--- config.mk ---
export PLATFORM = sky130hd
export DESIGN_NAME = murmur3_32_key_hasher_unit_flat
export DESIGN_NICKNAME = d
export VERILOG_FILES = /design/src/rtl/mm3_pkg.sv /design/src/rtl/mm3_if.sv /design/src/rtl/mm3_mul.sv /design/src/rtl/murmur3_32_key_hasher_unit.sv /design/src/flat_wrapper.sv
export SDC_FILE = /design/constraint.sdc
export NUM_CORES = 2
export LEC_CHECK = 0
export BUFFER_PORTS_ARGS = -buffer_cell sky130_fd_sc_hd__buf_4
export CORE_MARGIN = 1
export CORE_UTILIZATION = 50
export DETAILED_ROUTE_END_ITERATION = 10
export PLACE_DENSITY = 0.63
export SETUP_SLACK_MARGIN = 0.15
export SYNTH_ARGS = -nofsm -noshare
export SYNTH_HDL_FRONTEND = slang
export SYNTH_SLANG_ARGS = --single-unit
--- constraint.sdc ---
create_clock -name clk -period 11.6 [get_ports clk]
set_input_delay 2.32 -clock clk [delete_from_list [all_inputs] [get_ports clk]]
set_output_delay 2.32 -clock clk [all_outputs]
set_load 0.01 [all_outputs]
--- src/rtl/mm3_pkg.sv ---
`default_nettype none

package mm3_pkg;

  localparam int WORD_W     = 32;
  localparam int COUNT_W    = 3;
  localparam int WORD_BYTES = 4;

  localparam logic [WORD_W-1:0] MIX_C1 = 32'hcc9e2d51;
  localparam logic [WORD_W-1:0] MIX_C2 = 32'h1b873593;
  localparam logic [WORD_W-1:0] MIX_N  = 32'he6546b64;
  localparam logic [WORD_W-1:0] MIX_M  = 32'd5;
  localparam logic [WORD_W-1:0] FIN_C1 = 32'h85ebca6b;
  localparam logic [WORD_W-1:0] FIN_C2 = 32'hc2b2ae35;

  localparam logic [COUNT_W-1:0] CNT_NONE = 3'd0;
  localparam logic [COUNT_W-1:0] CNT_FULL = 3'd4;

  typedef enum logic [3:0] {
    ST_IDLE,
    ST_SCR1,
    ST_SCR2,
    ST_TAIL,
    ST_MIX5,
    ST_ADDN,
    ST_FIN1,
    ST_FIN2,
    ST_EMIT
  } state_t;

  // One request to the shared multiplier.
  typedef struct packed {
    logic              go;
    logic [WORD_W-1:0] a;
    logic [WORD_W-1:0] b;
  } mul_req_t;

  function automatic logic [WORD_W-1:0] rotl15(input logic [WORD_W-1:0] x);
    return {x[16:0], x[31:17]};
  endfunction

  function automatic logic [WORD_W-1:0] rotl13(input logic [WORD_W-1:0] x);
    return {x[18:0], x[31:19]};
  endfunction

  // Keeps only the valid low bytes of a tail word.
  function automatic logic [WORD_W-1:0] tail_mask(input logic [WORD_W-1:0] w,
                                                  input logic [COUNT_W-1:0] cnt);
    logic [WORD_W-1:0] m;
    case (cnt)
      3'd0:    m = 32'h0000_0000;
      3'd1:    m = 32'h0000_00ff;
      3'd2:    m = 32'h0000_ffff;
      3'd3:    m = 32'h00ff_ffff;
      default: m = 32'hffff_ffff;
    endcase
    return w & m;
  endfunction

endpackage

`default_nettype wire

--- src/rtl/mm3_if.sv ---
`default_nettype none

interface mm3_in_if;
  logic                         valid;
  logic                         ready;
  logic [mm3_pkg::WORD_W-1:0]   data_word;
  logic [mm3_pkg::COUNT_W-1:0]  byte_count;
  logic                         last_word;

  modport source (output valid, data_word, byte_count, last_word, input ready);
  modport sink   (input valid, data_word, byte_count, last_word, output ready);
endinterface

interface mm3_out_if;
  logic                       valid;
  logic                       ready;
  logic [mm3_pkg::WORD_W-1:0] hash_value;

  modport source (output valid, hash_value, input ready);
  modport sink   (input valid, hash_value, output ready);
endinterface

`default_nettype wire

--- src/rtl/mm3_mul.sv ---
`default_nettype none

module mm3_mul (
  input  logic                       clk,
  input  mm3_pkg::mul_req_t          req,
  output logic [mm3_pkg::WORD_W-1:0] prod
);
  import mm3_pkg::*;

  // Low half of the product; the register holds while no request is issued.
  always_ff @(posedge clk) begin
    if (req.go) begin
      prod <= req.a * req.b;
    end
  end

endmodule

`default_nettype wire

--- src/rtl/murmur3_32_key_hasher_unit.sv ---
// Channel    Dir   Payload                               Handshake
// key_in     in    data_word[31:0] byte_count[2:0] last  valid/ready
// hash_out   out   hash_value[31:0]                      valid/ready
// seed_*     in    seed_wdata[31:0]                      seed_we, no wait
//
// A full word takes the accept, three passes through the one shared
// multiplier and the final add; a tail word the accept, the scramble and
// the XOR; a zero-byte last word the accept. A last word adds finalization.
// Reset clears the control state and the seed. A finished hash waits in
// the output register; the next word is accepted meanwhile, and only the
// next finalization stalls on a full output register.
`default_nettype none

module murmur3_32_key_hasher_unit #(
  parameter int LENGTH_BITS = 32
) (
  input  logic                       clk,
  input  logic                       rst,
  mm3_in_if.sink                     key_in,
  mm3_out_if.source                  hash_out,
  input  logic                       seed_we,
  input  logic [mm3_pkg::WORD_W-1:0] seed_wdata
);
  import mm3_pkg::*;

  state_t                 state, state_next;
  logic [WORD_W-1:0]      seed;
  logic [WORD_W-1:0]      k_word;
  logic [COUNT_W-1:0]     cnt;
  logic                   last_q;
  logic [WORD_W-1:0]      running_hash;
  logic [LENGTH_BITS-1:0] byte_length;
  logic                   key_start;
  logic                   out_valid;
  logic [WORD_W-1:0]      out_hash;

  logic [WORD_W-1:0]      prod;
  mul_req_t               mul_req;
  logic                   in_accept;
  logic [COUNT_W-1:0]     cnt_eff;
  logic                   slot_free;
  logic                   fin_load;
  logic [WORD_W-1:0]      fin_x;

  mm3_mul u_mul (
    .clk  (clk),
    .req  (mul_req),
    .prod (prod)
  );

  assign in_accept = key_in.valid && key_in.ready;
  assign slot_free = !out_valid || hash_out.ready;
  assign fin_load  = (state == ST_EMIT) && slot_free;
  assign fin_x     = running_hash ^ WORD_W'(byte_length);

  // Words before the last always count as four bytes.
  always_comb begin
    if (!key_in.last_word || key_in.byte_count > CNT_FULL) begin
      cnt_eff = CNT_FULL;
    end else begin
      cnt_eff = key_in.byte_count;
    end
  end

  always_comb begin
    state_next = state;
    case (state)
      ST_IDLE: begin
        if (in_accept) begin
          state_next = (cnt_eff == CNT_NONE) ? ST_FIN1 : ST_SCR1;
        end
      end
      ST_SCR1: state_next = ST_SCR2;
      ST_SCR2: state_next = (cnt == CNT_FULL) ? ST_MIX5 : ST_TAIL;
      ST_TAIL: state_next = ST_FIN1;
      ST_MIX5: state_next = ST_ADDN;
      ST_ADDN: state_next = last_q ? ST_FIN1 : ST_IDLE;
      ST_FIN1: state_next = ST_FIN2;
      ST_FIN2: state_next = ST_EMIT;
      ST_EMIT: begin
        if (slot_free) begin
          state_next = ST_IDLE;
        end
      end
      default: state_next = ST_IDLE;
    endcase
  end

  always_comb begin
    key_in.ready = 1'b0;
    mul_req      = '{go: 1'b0, a: k_word, b: MIX_C1};
    case (state)
      ST_IDLE: key_in.ready = 1'b1;
      ST_SCR1: mul_req = '{go: 1'b1, a: k_word, b: MIX_C1};
      ST_SCR2: mul_req = '{go: 1'b1, a: rotl15(prod), b: MIX_C2};
      ST_MIX5: mul_req = '{go: 1'b1, a: rotl13(running_hash ^ prod), b: MIX_M};
      ST_FIN1: mul_req = '{go: 1'b1, a: fin_x ^ (fin_x >> 16), b: FIN_C1};
      ST_FIN2: mul_req = '{go: 1'b1, a: prod ^ (prod >> 13), b: FIN_C2};
      default: mul_req = '{go: 1'b0, a: k_word, b: MIX_C1};
    endcase
  end

  always_ff @(posedge clk) begin
    if (rst) begin
      state     <= ST_IDLE;
      seed      <= '0;
      key_start <= 1'b1;
      out_valid <= 1'b0;
    end else begin
      state <= state_next;
      if (seed_we) begin
        seed <= seed_wdata;
      end
      if (in_accept) begin
        key_start <= 1'b0;
      end else if (state == ST_FIN1) begin
        key_start <= 1'b1;
      end
      if (fin_load) begin
        out_valid <= 1'b1;
      end else if (hash_out.ready) begin
        out_valid <= 1'b0;
      end
    end
  end

  // Payload registers.
  always_ff @(posedge clk) begin
    if (rst) begin
      running_hash <= '0;
      byte_length  <= '0;
    end else begin
      if (in_accept) begin
        if (key_start) begin
          running_hash <= seed;
          byte_length  <= LENGTH_BITS'(cnt_eff);
        end else begin
          byte_length  <= byte_length + LENGTH_BITS'(cnt_eff);
        end
      end else if (state == ST_TAIL) begin
        running_hash <= running_hash ^ prod;
      end else if (state == ST_ADDN) begin
        running_hash <= prod + MIX_N;
      end
    end
  end

  always_ff @(posedge clk) begin
    if (in_accept) begin
      k_word <= tail_mask(key_in.data_word, cnt_eff);
      cnt    <= cnt_eff;
      last_q <= key_in.last_word;
    end
  end

  // The multiplier is idle while EMIT waits, so the last product holds.
  always_ff @(posedge clk) begin
    if (fin_load) begin
      out_hash <= prod ^ (prod >> 16);
    end
  end

  assign hash_out.valid      = out_valid;
  assign hash_out.hash_value = out_hash;

endmodule

`default_nettype wire

--- src/flat_wrapper.sv ---
// flat-port wrapper written by rule: the top's interface ports become plain ports
module murmur3_32_key_hasher_unit_flat import mm3_pkg::*;
#(
  parameter int LENGTH_BITS = 32
)
  (clk, rst, seed_we, seed_wdata, key_in_valid, key_in_data_word, key_in_byte_count, key_in_last_word, key_in_ready, hash_out_valid, hash_out_hash_value, hash_out_ready);
  mm3_in_if key_in_i ();
  mm3_out_if hash_out_i ();
  input  logic clk;
  input  logic rst;
  input  logic seed_we;
  input  logic [mm3_pkg::WORD_W-1:0] seed_wdata;
  input wire logic [$bits(key_in_i.valid)-1:0] key_in_valid;
  input wire logic [$bits(key_in_i.data_word)-1:0] key_in_data_word;
  input wire logic [$bits(key_in_i.byte_count)-1:0] key_in_byte_count;
  input wire logic [$bits(key_in_i.last_word)-1:0] key_in_last_word;
  output wire logic [$bits(key_in_i.ready)-1:0] key_in_ready;
  output wire logic [$bits(hash_out_i.valid)-1:0] hash_out_valid;
  output wire logic [$bits(hash_out_i.hash_value)-1:0] hash_out_hash_value;
  input wire logic [$bits(hash_out_i.ready)-1:0] hash_out_ready;
  assign key_in_i.valid = key_in_valid;
  assign key_in_i.data_word = key_in_data_word;
  assign key_in_i.byte_count = key_in_byte_count;
  assign key_in_i.last_word = key_in_last_word;
  assign key_in_ready = key_in_i.ready;
  assign hash_out_valid = hash_out_i.valid;
  assign hash_out_hash_value = hash_out_i.hash_value;
  assign hash_out_i.ready = hash_out_ready;
  murmur3_32_key_hasher_unit #(.LENGTH_BITS(LENGTH_BITS)) u_core (.clk(clk), .rst(rst), .key_in(key_in_i), .hash_out(hash_out_i), .seed_we(seed_we), .seed_wdata(seed_wdata));
endmodule
==> results.md <==
| Result | This run |
|---|---|
| Clock Skew | 0.02103 ns |
| Worst EP arrival | 11.08 ns |
| Overflow left after global routing | 0 |
| Antenna violations before repair | 1 |
| Final hold violations | 0 |
| Post-DR vias/cell | 5.776 |
| Violation count after the first detailed-route iteration | 1828 |
| Max_cap viols | 0 |
| Cells after synthesis | 2629 |
| Delay of the slowest critical-path stage | 1.19 ns |
| Root buffer cell | sky130_fd_sc_hd__clkbuf_16 |
| DP HPWL | 81700 um |
| Cell mode on critical path | sky130_fd_sc_hd__fa_1 |
| Fill cell instance count of the final layout | 4508 |
| Number of distinct library cell variants in the gate-level netlist after synthesis | 84 |
| Reg-to-reg setup timing slack | 0.86 ns |
| Largest cells by area after synthesis | sky130_fd_sc_hd__fa_1 32%, sky130_fd_sc_hd__edfxtp_1 12%, sky130_fd_sc_hd__inv_1 8.4% |
| Slew of the pin with the lowest slew margin | 1.319 ns |
| Port-buffer cells | 106 |
| CP delay by family, top | adder cells |
| Post-layout minimum cycle time | 10.74 ns |
| Cts-stage hold buffer count | 0 |
| Syn avg cell area | 9.446 um2 |
| ANT cells | 0 |
| Library cell contributing the largest single delay on the critical path | sky130_fd_sc_hd__a211oi_2 |
| Total Die Area | 50560 um2 |
| Number of synthesis warnings | 0 |
| Area share of the leading cell type in the synthesized netlist | 0.3208 |
| Post-DRT Antenna Nets | 0 |
| Final setup violation count | 0 |
| Worst slew slack as a fraction of its limit | 0.1190 |
| Number of pins with negative max-slew slack in the final report | 0 |
| Type of element launching the critical path | register |
| Vias in the first global route | 20115 |
| Proportion of register bits with asynchronous set or reset after synthesis | 0 |
| Core Area | 48950 um2 |
| Syn-to-layout area delta | 9.628% |
| Kind of critical path | register to register |
| Final hold slack | 0.4906 ns |
| Leading cell types by count after synthesis | 555 x sky130_fd_sc_hd__inv_1, 398 x sky130_fd_sc_hd__fa_1, 240 x sky130_fd_sc_hd__nor2_1 |
| Path type of the worst min-delay path | register to register |
| Number of placed I/O pins | 107 |
| Most used standard cell by instance count after synthesis | sky130_fd_sc_hd__inv_1 |
| Number of placement rows | 81 |
| Clock transition at path regs | 0.07 ns |
| Vias | 19511 |
| Starting utilization of the core area | 0.5073 |
| WL final | 98400 um |
| Post-CTS setup buffers | 0 |
| Global Route Usage Sum | 0.3963 |
| Overall die width | 224.9 um |
| Largest net degree at the start of global routing | 73 |
| Buffer and inverter count on the worst path | 6 |
| Share of post-route cells with drive strength above 1 | 0.08401 |
| Worst-Skew Late Latency | 0.59 ns |
| Total negative slack for setup checks | 0 ns |
| Per-cell routed wire length | 29.13 um |
| Status | finished, final reports clean |
| Total standard cell area after synthesis | 24830 um2 |
| Final Wtd Congestion | 1.087 |
| Share of the clock period used by the worst path after layout | 0.9258 |
| Achievable frequency | 0.09311 GHz |
| CP Data Required Time | 11.94 ns |
| Clock tree sinks | 202 |
| Die H | 224.9 um |
| Number of iterations in the first detailed-routing pass | 6 |
| TritonCTS clock tree | yes |
| Critical Path Sink Type | register |
| Net total in the final layout | 3301 |
| Number of instances resized during post-cts repair | 0 |
| Prevailing post-synth register cell | sky130_fd_sc_hd__dfxtp_1 |
| Number of buffers added by the clock tree synthesis step | 26 |
| Top cell type by total area after synthesis | sky130_fd_sc_hd__fa_1 |
| Unrepaired setup endpoints after global routing | no |
| Portion of the post-synthesis area used by sequential elements | 0.2031 |
| H-tree levels | 1 |
| Post-synth EDFFs | 100 |
| Post-route DRC violation count | 0 |
| Total nets after synthesis | 3236 |
| Flop and latch count out of synthesis | 202 |
| Global-route wire length before repair | 139700 um |
| Buffers from clock root to sink, at most | 3 |
| Maximum net fanout on the critical path | 30 |
==> registers in the layout, summed over array words and instances (netlist names) <==
signal	cells
u_core.hash_out.hash_value	32
u_core.u_mul.prod	32
u_core.key_start	1
u_core.seed	32
u_core.state	4
u_core.byte_length	32
u_core.hash_out.valid	1
u_core.cnt	3
u_core.running_hash	32
u_core.k_word	32
u_core.last_q	1
==> placed cells by master (no fill, tap or decap), types with 97 or more instances in the layout <==
cell type / synthesis / final
sky130_fd_sc_hd__xnor2_1: 144 / 144
sky130_fd_sc_hd__nand2_1: 202 / 202
sky130_fd_sc_hd__edfxtp_1: 100 / 100
sky130_fd_sc_hd__ha_1: 136 / 136
sky130_fd_sc_hd__dfxtp_1: 102 / 102
sky130_fd_sc_hd__xor2_1: 97 / 97
sky130_fd_sc_hd__nor2_1: 240 / 238
sky130_fd_sc_hd__buf_4: 3 / 155
sky130_fd_sc_hd__fa_1: 398 / 398
sky130_fd_sc_hd__inv_1: 555 / 554
==> metrics by stage <==
| step | util | setup slack [ns] | std cells | instance area (um2) |
|---|---|---|---|---|
| 2_1_floorplan | - | 3.318 | 2629 | 24830 |
| 3_3_place_gp | 0.5385 | 0.8895 | 3330 | 26360 |
| 3_5_place_dp | 0.5385 | 0.9581 | 3330 | 26360 |
| 4_1_cts | 0.5562 | 0.9806 | 3378 | 27220 |
| 5_1_grt | 0.5562 | 0.5540 | 3378 | 27220 |
| 6_report | 0.5562 | 0.8604 | 3378 | 27220 |
==> final cells by class <==
cell class                      instances  area [um2]  share of cell area
Sequential cell                       202        5045              0.1853
Clock buffer                           33       676.9             0.02486
Tap cell                              664       830.8             0.03052
Clock inverter                         15       190.2            0.006986
Multi-Input combinational cell       1754       17240              0.6331
Timing Repair Buffer                  155        1164             0.04274
Inverter                              555        2083             0.07652
==> tightest hold or removal path, delay by kind of cell (launching register included) <==
| kind | cells | cell delay (ns) |
|---|---|---|
| simple gates | 1 | 0.06 |
| compound gates | 1 | 0.07 |
| flops | 1 | 0.31 |
==> layer usage <==
layer  GRT usage  up-vias  wire, um
li1            -     8336         -
met1      0.5168     9853     38590
met2      0.6177     1021     44340
met3     0.07420      301      8429
met4      0.2304        0      7036
met5           0        -         0
==> cell families after synthesis <==
| logic type | count (synthesis) | share of synthesized area |
|---|---|---|
| compound gates | 324 | 0.08973 |
| fa+ha+maj | 534 | 0.3894 |
| mux | 45 | 0.01814 |
| simple gates | 608 | 0.1089 |
| flops | 202 | 0.2031 |
| xor+xnor | 243 | 0.08681 |
| buf+inv | 673 | 0.1039 |
==> path summary, 6_finish.rpt <==
| check | startpoint | endpoint | cells after the start |
|---|---|---|---|
| setup / recovery | u_core.state[0] | u_core.u_mul.prod[31] | 32 |
| setup reg to reg | u_core.state[0] | u_core.u_mul.prod[31] | 32 |
| hold reg to reg | u_core.seed[9] | u_core.running_hash[9] | 2 |
| hold / removal | u_core.seed[9] | u_core.running_hash[9] | 2 |
Power is not shown: default switching activity piles up to over one toggle a cycle in this logic, so the estimate is an artifact.
